$ cat src/rtl/rvx_pkg.sv
// shared types, opcodes and operation codes for the rv32i decode/execute unit
package rvx_pkg;

   // major opcodes
   localparam logic [6:0] OPC_LUI    = 7'b0110111;
   localparam logic [6:0] OPC_AUIPC  = 7'b0010111;
   localparam logic [6:0] OPC_JAL    = 7'b1101111;
   localparam logic [6:0] OPC_JALR   = 7'b1100111;
   localparam logic [6:0] OPC_BRANCH = 7'b1100011;
   localparam logic [6:0] OPC_LOAD   = 7'b0000011;
   localparam logic [6:0] OPC_STORE  = 7'b0100011;
   localparam logic [6:0] OPC_OPIMM  = 7'b0010011;
   localparam logic [6:0] OPC_OP     = 7'b0110011;

   localparam logic [6:0] F7_BASE = 7'b0000000;
   localparam logic [6:0] F7_ALT  = 7'b0100000;

   localparam logic [31:0] CLEAR_BIT0 = ~32'd1;

   // operation codes
   localparam logic [5:0] OP_INVALID = 6'd0;
   localparam logic [5:0] OP_LUI     = 6'd1;
   localparam logic [5:0] OP_AUIPC   = 6'd2;
   localparam logic [5:0] OP_JAL     = 6'd3;
   localparam logic [5:0] OP_JALR    = 6'd4;
   localparam logic [5:0] OP_BEQ     = 6'd5;
   localparam logic [5:0] OP_BNE     = 6'd6;
   localparam logic [5:0] OP_BLT     = 6'd7;
   localparam logic [5:0] OP_BGE     = 6'd8;
   localparam logic [5:0] OP_BLTU    = 6'd9;
   localparam logic [5:0] OP_BGEU    = 6'd10;
   localparam logic [5:0] OP_LB      = 6'd11;
   localparam logic [5:0] OP_LH      = 6'd12;
   localparam logic [5:0] OP_LW      = 6'd13;
   localparam logic [5:0] OP_LBU     = 6'd14;
   localparam logic [5:0] OP_LHU     = 6'd15;
   localparam logic [5:0] OP_SB      = 6'd16;
   localparam logic [5:0] OP_SH      = 6'd17;
   localparam logic [5:0] OP_SW      = 6'd18;
   localparam logic [5:0] OP_ADDI    = 6'd19;
   localparam logic [5:0] OP_SLTI    = 6'd20;
   localparam logic [5:0] OP_SLTIU   = 6'd21;
   localparam logic [5:0] OP_XORI    = 6'd22;
   localparam logic [5:0] OP_ORI     = 6'd23;
   localparam logic [5:0] OP_ANDI    = 6'd24;
   localparam logic [5:0] OP_SLLI    = 6'd25;
   localparam logic [5:0] OP_SRLI    = 6'd26;
   localparam logic [5:0] OP_SRAI    = 6'd27;
   localparam logic [5:0] OP_ADD     = 6'd28;
   localparam logic [5:0] OP_SUB     = 6'd29;
   localparam logic [5:0] OP_SLL     = 6'd30;
   localparam logic [5:0] OP_SLT     = 6'd31;
   localparam logic [5:0] OP_SLTU    = 6'd32;
   localparam logic [5:0] OP_XOR     = 6'd33;
   localparam logic [5:0] OP_SRL     = 6'd34;
   localparam logic [5:0] OP_SRA     = 6'd35;
   localparam logic [5:0] OP_OR      = 6'd36;
   localparam logic [5:0] OP_AND     = 6'd37;

   typedef struct packed {
      logic [31:0] instruction_word;
      logic [31:0] src1_value;
      logic [31:0] src2_value;
      logic [31:0] pc_value;
   } req_type;

   typedef struct packed {
      logic [31:0] result_value;
      logic [4:0]  dest_reg;
      logic        writes_dest;
      logic [5:0]  operation_id;
      logic        redirect;
      logic [31:0] target_address;
      logic [31:0] store_data;
      logic        invalid;
   } rsp_type;

   // classified instruction handed from decode to execute
   typedef struct packed {
      logic [5:0]  op;
      logic [4:0]  rd;
      logic        wr;
      logic [31:0] imm;
      logic [31:0] src1;
      logic [31:0] src2;
      logic [31:0] pc;
   } dec_type;

endpackage

$ cat src/rtl/rvx_decode.sv
// front end: accepts a request, decodes the operation and builds its immediate
module rvx_decode (
   input  rvx_pkg::req_type req_data,
   input  logic             start,
   input  logic             busy,
   output logic             push,
   output rvx_pkg::dec_type dec
);
   import rvx_pkg::*;

   logic [31:0] ir;
   logic [6:0]  opc;
   logic [2:0]  f3;
   logic [6:0]  f7;
   logic [31:0] imm_i, imm_s, imm_b, imm_u, imm_j;
   logic [5:0]  op;
   logic [31:0] imm;

   assign ir    = req_data.instruction_word;
   assign opc   = ir[6:0];
   assign f3    = ir[14:12];
   assign f7    = ir[31:25];
   assign imm_i = {{20{ir[31]}}, ir[31:20]};
   assign imm_s = {{20{ir[31]}}, ir[31:25], ir[11:7]};
   assign imm_b = {{19{ir[31]}}, ir[31], ir[7], ir[30:25], ir[11:8], 1'b0};
   assign imm_u = {ir[31:12], 12'b0};
   assign imm_j = {{11{ir[31]}}, ir[31], ir[19:12], ir[20], ir[30:21], 1'b0};

   always_comb begin
      op  = OP_INVALID;
      imm = imm_i;
      unique case (opc)
         OPC_LUI: begin
            op  = OP_LUI;
            imm = imm_u;
         end
         OPC_AUIPC: begin
            op  = OP_AUIPC;
            imm = imm_u;
         end
         OPC_JAL: begin
            op  = OP_JAL;
            imm = imm_j;
         end
         OPC_JALR: begin
            if (f3 == 3'd0) op = OP_JALR;
         end
         OPC_BRANCH: begin
            imm = imm_b;
            unique case (f3)
               3'd0:    op = OP_BEQ;
               3'd1:    op = OP_BNE;
               3'd4:    op = OP_BLT;
               3'd5:    op = OP_BGE;
               3'd6:    op = OP_BLTU;
               3'd7:    op = OP_BGEU;
               default: op = OP_INVALID;
            endcase
         end
         OPC_LOAD: begin
            unique case (f3)
               3'd0:    op = OP_LB;
               3'd1:    op = OP_LH;
               3'd2:    op = OP_LW;
               3'd4:    op = OP_LBU;
               3'd5:    op = OP_LHU;
               default: op = OP_INVALID;
            endcase
         end
         OPC_STORE: begin
            imm = imm_s;
            unique case (f3)
               3'd0:    op = OP_SB;
               3'd1:    op = OP_SH;
               3'd2:    op = OP_SW;
               default: op = OP_INVALID;
            endcase
         end
         OPC_OPIMM: begin
            unique case (f3)
               3'd0: op = OP_ADDI;
               3'd1: op = (f7 == F7_BASE) ? OP_SLLI : OP_INVALID;
               3'd2: op = OP_SLTI;
               3'd3: op = OP_SLTIU;
               3'd4: op = OP_XORI;
               3'd5: begin
                  if (f7 == F7_BASE)     op = OP_SRLI;
                  else if (f7 == F7_ALT) op = OP_SRAI;
                  else                   op = OP_INVALID;
               end
               3'd6: op = OP_ORI;
               default: op = OP_ANDI;
            endcase
         end
         OPC_OP: begin
            if (f7 == F7_BASE) begin
               unique case (f3)
                  3'd0: op = OP_ADD;
                  3'd1: op = OP_SLL;
                  3'd2: op = OP_SLT;
                  3'd3: op = OP_SLTU;
                  3'd4: op = OP_XOR;
                  3'd5: op = OP_SRL;
                  3'd6: op = OP_OR;
                  default: op = OP_AND;
               endcase
            end else if (f7 == F7_ALT && f3 == 3'd0) begin
               op = OP_SUB;
            end else if (f7 == F7_ALT && f3 == 3'd5) begin
               op = OP_SRA;
            end
         end
         default: op = OP_INVALID;
      endcase
   end

   assign push     = start & ~busy;
   assign dec.op   = op;
   assign dec.rd   = ir[11:7];
   // branches and stores leave the register file alone
   assign dec.wr   = (op != OP_INVALID) && !(op >= OP_BEQ && op <= OP_BGEU)
                     && !(op >= OP_SB && op <= OP_SW);
   assign dec.imm  = imm;
   assign dec.src1 = req_data.src1_value;
   assign dec.src2 = req_data.src2_value;
   assign dec.pc   = req_data.pc_value;

endmodule

$ cat src/rtl/rvx_queue.sv
// small fifo between the decode front end and the execute back end
module rvx_queue #(
   parameter int DEPTH = 2
) (
   input  logic             clock,
   input  logic             reset,
   input  logic             push,
   input  rvx_pkg::dec_type push_data,
   input  logic             pop,
   output rvx_pkg::dec_type pop_data,
   output logic             empty,
   output logic             full
);
   import rvx_pkg::*;

   localparam int IDX_W = (DEPTH > 1) ? $clog2(DEPTH) : 1;
   localparam int CNT_W = $clog2(DEPTH + 1);

   dec_type           entry_ff [DEPTH];
   logic [IDX_W-1:0]  wr_ptr_ff, wr_ptr_in;
   logic [IDX_W-1:0]  rd_ptr_ff, rd_ptr_in;
   logic [CNT_W-1:0]  count_ff, count_in;
   logic              do_push, do_pop;

   assign empty    = (count_ff == CNT_W'(0));
   assign full     = (count_ff == CNT_W'(DEPTH));
   assign do_push  = push & ~full;
   assign do_pop   = pop & ~empty;
   assign pop_data = entry_ff[rd_ptr_ff];

   always_comb begin
      wr_ptr_in = wr_ptr_ff;
      rd_ptr_in = rd_ptr_ff;
      count_in  = count_ff;
      if (do_push) begin
         wr_ptr_in = (wr_ptr_ff == IDX_W'(DEPTH - 1)) ? '0 : wr_ptr_ff + IDX_W'(1);
      end
      if (do_pop) begin
         rd_ptr_in = (rd_ptr_ff == IDX_W'(DEPTH - 1)) ? '0 : rd_ptr_ff + IDX_W'(1);
      end
      if (do_push && !do_pop)      count_in = count_ff + CNT_W'(1);
      else if (!do_push && do_pop) count_in = count_ff - CNT_W'(1);
   end

   always_ff @(posedge clock) begin
      if (reset) begin
         wr_ptr_ff <= '0;
         rd_ptr_ff <= '0;
         count_ff  <= '0;
      end else begin
         wr_ptr_ff <= wr_ptr_in;
         rd_ptr_ff <= rd_ptr_in;
         count_ff  <= count_in;
      end
   end

   always_ff @(posedge clock) begin
      if (do_push) entry_ff[wr_ptr_ff] <= push_data;
   end

endmodule

$ cat src/rtl/rvx_execute.sv
// back end: alu, address and branch resolution, registered result
module rvx_execute (
   input  logic             clock,
   input  logic             reset,
   input  logic             empty,
   input  rvx_pkg::dec_type dec,
   output logic             pop,
   output logic             rsp_valid,
   output rvx_pkg::rsp_type rsp_data
);
   import rvx_pkg::*;

   logic        valid_ff;
   rsp_type     rsp_ff, rsp_in;
   logic [31:0] a, opb, sum, link, pc_tgt;
   logic [4:0]  shamt;
   logic        lt_s, lt_u, eq, taken;

   // back end never stalls: take whatever the queue holds
   assign pop = ~empty;

   assign a      = dec.src1;
   assign opb    = (dec.op >= OP_ADD) ? dec.src2 : dec.imm;
   assign shamt  = opb[4:0];
   assign sum    = a + opb;
   assign link   = dec.pc + 32'd4;
   assign pc_tgt = dec.pc + dec.imm;
   assign eq     = (a == dec.src2);
   assign lt_s   = ($signed(a) < $signed(opb));
   assign lt_u   = (a < opb);

   always_comb begin
      case (dec.op)
         OP_BEQ:  taken = eq;
         OP_BNE:  taken = ~eq;
         OP_BLT:  taken = ($signed(a) < $signed(dec.src2));
         OP_BGE:  taken = ~($signed(a) < $signed(dec.src2));
         OP_BLTU: taken = (a < dec.src2);
         OP_BGEU: taken = ~(a < dec.src2);
         default: taken = 1'b0;
      endcase
   end

   always_comb begin
      rsp_in                = '0;
      rsp_in.operation_id   = dec.op;
      rsp_in.invalid        = (dec.op == OP_INVALID);
      rsp_in.writes_dest    = dec.wr;
      rsp_in.dest_reg       = dec.wr ? dec.rd : 5'd0;
      case (dec.op) inside
         OP_LUI:   rsp_in.result_value = dec.imm;
         OP_AUIPC: rsp_in.result_value = pc_tgt;
         OP_JAL: begin
            rsp_in.result_value   = link;
            rsp_in.redirect       = 1'b1;
            rsp_in.target_address = pc_tgt;
         end
         OP_JALR: begin
            rsp_in.result_value   = link;
            rsp_in.redirect       = 1'b1;
            rsp_in.target_address = sum & CLEAR_BIT0;
         end
         OP_BEQ, OP_BNE, OP_BLT, OP_BGE, OP_BLTU, OP_BGEU: begin
            rsp_in.redirect       = taken;
            rsp_in.target_address = taken ? pc_tgt : 32'd0;
         end
         OP_LB, OP_LH, OP_LW, OP_LBU, OP_LHU: rsp_in.result_value = sum;
         OP_SB, OP_SH, OP_SW: begin
            rsp_in.result_value = sum;
            rsp_in.store_data   = dec.src2;
         end
         OP_ADDI, OP_ADD:  rsp_in.result_value = sum;
         OP_SUB:           rsp_in.result_value = a - opb;
         OP_SLTI, OP_SLT:  rsp_in.result_value = {31'd0, lt_s};
         OP_SLTIU, OP_SLTU: rsp_in.result_value = {31'd0, lt_u};
         OP_XORI, OP_XOR:  rsp_in.result_value = a ^ opb;
         OP_ORI, OP_OR:    rsp_in.result_value = a | opb;
         OP_ANDI, OP_AND:  rsp_in.result_value = a & opb;
         OP_SLLI, OP_SLL:  rsp_in.result_value = a << shamt;
         OP_SRLI, OP_SRL:  rsp_in.result_value = a >> shamt;
         OP_SRAI, OP_SRA:  rsp_in.result_value = $unsigned($signed(a) >>> shamt);
         default:          rsp_in.result_value = 32'd0;
      endcase
   end

   always_ff @(posedge clock) begin
      if (reset) begin
         valid_ff <= 1'b0;
      end else begin
         valid_ff <= pop;
      end
   end

   always_ff @(posedge clock) begin
      if (pop) rsp_ff <= rsp_in;
   end

   assign rsp_valid = valid_ff;
   assign rsp_data  = rsp_ff;

endmodule

$ cat src/rtl/rv32i_decode_execute.sv
// top level of the rv32i decode and execute unit
// One RV32I instruction with its two source values and pc is taken per clock
// (start high while busy is low); its result shows on rsp_data for exactly one
// cycle with rsp_valid high. The accepting edge writes the decoded request into
// the queue, and the execute stage then registers its result in rsp_ff. The
// receiver cannot stall, so the execute side pops the queue whenever it is not
// empty; with the default QUEUE_DEPTH the queue never holds more than one
// request and busy stays low after reset, so a request is taken in every cycle
// if offered. Results come out in request order, and an unsupported encoding
// returns invalid with all other fields zero.
module rv32i_decode_execute #(
   parameter int QUEUE_DEPTH = 2
) (
   input  logic             clock,
   input  logic             reset,
   input  logic             start,
   output logic             busy,
   input  rvx_pkg::req_type req_data,
   output logic             rsp_valid,
   output rvx_pkg::rsp_type rsp_data
);
   import rvx_pkg::*;

   dec_type dec_front, dec_back;
   logic    push, pop, empty, full;

   assign busy = full;

   rvx_decode u_decode (
      .req_data (req_data),
      .start    (start),
      .busy     (busy),
      .push     (push),
      .dec      (dec_front)
   );

   rvx_queue #(
      .DEPTH (QUEUE_DEPTH)
   ) u_queue (
      .clock     (clock),
      .reset     (reset),
      .push      (push),
      .push_data (dec_front),
      .pop       (pop),
      .pop_data  (dec_back),
      .empty     (empty),
      .full      (full)
   );

   rvx_execute u_execute (
      .clock     (clock),
      .reset     (reset),
      .empty     (empty),
      .dec       (dec_back),
      .pop       (pop),
      .rsp_valid (rsp_valid),
      .rsp_data  (rsp_data)
   );

   // every accepted request comes back through the queue and the result register
   a_latency: assert property (@(posedge clock) disable iff (reset)
      (start && !busy) |=> ##1 rsp_valid)
      else $error("accepted request produced no result");

   // a result with no request behind it
   a_no_phantom: assert property (@(posedge clock) disable iff (reset)
      rsp_valid |-> $past(start && !busy, 2))
      else $error("result without a matching request");

   // invalid results carry nothing else
   a_invalid_clean: assert property (@(posedge clock) disable iff (reset)
      (rsp_valid && rsp_data.invalid) |->
      (!rsp_data.writes_dest && !rsp_data.redirect &&
       rsp_data.operation_id == OP_INVALID && rsp_data.result_value == 32'd0))
      else $error("invalid result with live fields");

   // execute pops any waiting entry, so the default-depth queue never backs up
   a_never_busy: assert property (@(posedge clock) disable iff (reset)
      !busy)
      else $error("queue filled although the receiver cannot stall");

endmodule

$ cat config.mk
export PLATFORM = sky130hd
export DESIGN_NAME = rv32i_decode_execute
export DESIGN_NICKNAME = d
export VERILOG_FILES = /design/src/rtl/rvx_pkg.sv /design/src/rtl/rvx_decode.sv /design/src/rtl/rvx_queue.sv /design/src/rtl/rvx_execute.sv /design/src/rtl/rv32i_decode_execute.sv
export SDC_FILE = /design/constraint.sdc
export NUM_CORES = 1
export LEC_CHECK = 0
export ABC_AREA = 1
export BUFFER_PORTS_ARGS = -buffer_cell sky130_fd_sc_hd__buf_2
export CORE_MARGIN = 3
export CORE_UTILIZATION = 55
export CTS_CLUSTER_SIZE = 30
export DETAILED_ROUTE_END_ITERATION = 10
export PLACE_DENSITY = 0.75
export SETUP_SLACK_MARGIN = 0.1
export SYNTH_ARGS = -nofsm -noshare
export SYNTH_HDL_FRONTEND = slang
export SYNTH_SLANG_ARGS = --single-unit
$ cat constraint.sdc
create_clock -name clock -period 16.9 [get_ports clock]
set_input_delay 1.69 -clock clock [delete_from_list [all_inputs] [get_ports clock]]
set_output_delay 1.69 -clock clock [all_outputs]
set_load 0.01 [all_outputs]
==> flow_summary_export.csv <==
group,metric,value,unit
cts,clk_latency,0.59,ns
cts,cts_setup_buffers,0,
routing,viasPerCell,6.047,
finish,final_util,62.47,%
global_routing,grt_first_pass_wirelength,166.2,mm
routing,vias,28578,
run_status,status,"complete, no violations",
timing,slew_violations,0,
logic_synthesis,syn_nets,4129,
die,core_area,52030,um2
logic_synthesis,syn-cell-area,29320,um2
timing,final-setup-viol-count,0,
worst_hold_path,hold_class,"reg -> reg",
cts,cts_hold_buffers,0,
worst_setup_path,ff2ff_setup_slack,10.48,ns
job,cap_violations,0,
timing,period_minus_slack,6.421,ns
die,std_cell_rows,83,
worst_setup_path,r2r_end,"u_execute.rsp_data[105]",
worst_setup_path,worstPathArrival,6.77,ns
cts,cts_tree,"built",
die,dieHeight,236.9,um
timing,clock.fmax,155.7,MHz
die,die_area,56110,um2
cts,cts_buffers,42,
logic_synthesis,async_flop_share,0,%
logic_synthesis,synth_top_cells_by_area,"edfxtp_1 (40%), nand2_1 (15%), ha_1 (6.9%)",
cts,post_cts_resized,0,
finish,area_growth,10.87,%
place,port_buffers,242,
logic_synthesis,synth_cell_types,70,
worst_setup_path,start_kind,"flip-flop",
global_routing,grt_max_degree,106,
logic_synthesis,yosys_register_bits,396,
place,place_hpwl,88.41,mm
finish,layout_common_cells,"nand2_1 (1149), edfxtp_1 (390), inv_1 (377)",
logic_synthesis,synth_cells,3834,
cts,clock_path_buffers,3,
die,pin_count,243,
worst_setup_path,r2r_cells,26,
logic_synthesis,synthFlopType,"edfxtp_1",
logic_synthesis,synth.yosys.seq_area_share,40.36,%
finish,nets,4307,
timing,setup-tns-final,0,ns
routing,drtIter0Drc,4504,
global_routing,grt_overflow,0,
global_routing,grt_antenna_before_repair,2,
finish,layout-drive-gt1-share,13.10,%
logic_synthesis,synth_warnings,0,
logic_synthesis,synth_edf_count,390,
timing,slew_headroom,16.50,%
worst_setup_path,path_class,"reg -> reg",
logic_synthesis,synth_area_leader_cell,"edfxtp_1",
timing,hold_viol_final,0,
global_routing,grt_pass1_vias,26353,
logic_synthesis,synth_top_area_share,39.95,%
routing,ant_nets,0,
logic_synthesis,syn_area_per_cell,7.647,um2
routing,drc_errors,0,
die,die_w,236.9,um
routing,dr.pass1.iters,6,
global_routing,grt_usage,39.34,%
timing,worstMarginPinSlew,1.239,ns
worst_hold_path,holdPathStages,2,
routing,wl_per_cell,24.11,um
timing,rsz0062_at_grt,"false",
place,gp_congestion,1.072,
cts,cts.sinks,396,
routing,drt-total-wl,113.9,mm
cts,cts_root_buf,"clkbuf_16",
worst_setup_path,crit_required,17.24,ns
timing,fin_skew,0.04240,ns
worst_hold_path,hold_path_end,"u_queue.rd_ptr_ff",
worst_setup_path,cp_max_fo,105,
timing,min_period_over_period,37.99,%
worst_setup_path,cp-end-kind,"flip-flop",
die,start_util,56.35,%
worst_hold_path,hp-start,"u_queue.rd_ptr_ff",
cts,htreeDepth,2,
cts,cts.clk_slew.worst_paths,0.06,ns
finish,mostFrequentLayoutCell,"nand2_1",
==> per-layer routing <==
layer  up-vias  wire [um]  global-route usage (%)
met5         -         13                       0
met3       274      13310                   8.293
met1     13392      46160                   55.87
met2      1747      48580                   58.17
met4         2       5874                   17.19
li1      13163          -                       -
==> state kept, by name, indices dropped and copies added, names as in the netlist, named ones only <==
name and cells:
u_queue.count_ff 2, u_queue.rd_ptr_ff 1, u_execute.rsp_data 110, u_queue.entry_ff 280, u_queue.wr_ptr_ff 1, u_execute.rsp_valid 1
==> worst max-delay path, stage by stage, from the launching register on <==
cell and delay [ns]:
dfxtp_4 0.47, inv_6 0.56, nand2_1 0.17, nand2_2 0.18, nand3_4 0.11, nand2_4 0.22
nand2_1 0.14, o21ai_4 0.08, buf_4 0.57, inv_2 0.04, buf_4 0.35, ha_1 0.46
a21oi_1 0.12, o21ai_0 0.96, a21o_1 0.21, nand2_1 0.05, nand2_1 0.12, a21o_1 0.25
nand4_1 0.25, nand3_1 0.17, nand2_1 0.08, o21ai_0 0.16, nand2_1 0.07, nand2_1 0.08
nand2_1 0.05, nand2_1 0.06, nand2_1 0.05
==> cell usage after synthesis (5+ instances only) <==
cell / number
nor3_2: 6
xnor2_1: 13
o21ai_0: 222
a221oi_1: 5
inv_2: 20
o21a_1: 8
or2_1: 12
nand3_2: 6
dfxtp_1: 6
clkbuf_1: 79
or2_2: 72
edfxtp_1: 390
nor4_1: 6
nand3_1: 358
nand4_1: 24
buf_2: 52
inv_1: 378
o22ai_1: 8
mux2i_1: 32
clkinv_1: 5
nor2_1: 235
a21o_1: 7
buf_1: 8
o21bai_1: 7
nand2_1: 1149
o21ai_2: 22
a21boi_0: 5
nand2_2: 13
a31oi_1: 9
o21ai_1: 38
ha_1: 162
a21oi_1: 248
buf_6: 7
nor3_1: 38
buf_4: 10
xor2_1: 79
o211ai_1: 33
==> worst max-delay path by stage <==
stage	start	endpoint	cells after the start
after floorplan	start	u_queue.entry_ff[1][0]	2
after global placement	flip-flop	u_execute.rsp_data[105]	26
after detailed placement	flip-flop	u_execute.rsp_data[105]	26
after CTS	flip-flop	u_execute.rsp_data[105]	26
after global routing	flip-flop	u_execute.rsp_data[107]	25
final	flip-flop	u_execute.rsp_data[105]	26
==> kinds of logic after synthesis <==
kind of cell,count (synthesis),synth area share (%)
compound gates,649,12.65
simple gates,1936,28.15
fa+ha+maj,164,7.050
mux,33,1.140
buf+inv,564,7.904
flops,396,40.36
xor+xnor,92,2.748
==> stage by stage <==
step | instance area [um2] | cells | worst slack [ns] | hold WS, ns
CTS | 32500 | 4725 | 10.70 | 0.5158
finish | 32500 | 4726 | 10.48 | 0.5186
global route | 32500 | 4725 | 10.18 | 0.5683
detailed placement | 31030 | 4648 | 10.77 | 0.5013
floorplan | 29320 | 3834 | 8.589 | 0.4725
global placement | 31030 | 4648 | 10.82 | 0.4838
==> area by class of cell <==
cell class | instances | area (um2)
clock inverters | 29 | 379.1
inverters | 404 | 1524
flip-flops and latches | 396 | 11840
repair buffers | 294 | 1602
diodes | 1 | 2.502
multi-input cells | 2874 | 15220
well taps | 680 | 850.8
clock buffers | 48 | 1095
fillers | 4695 | 19530
Power is left out: the tool's default activity adds up to more than one toggle a clock period on the data nets, which glitch-free logic cannot reach.
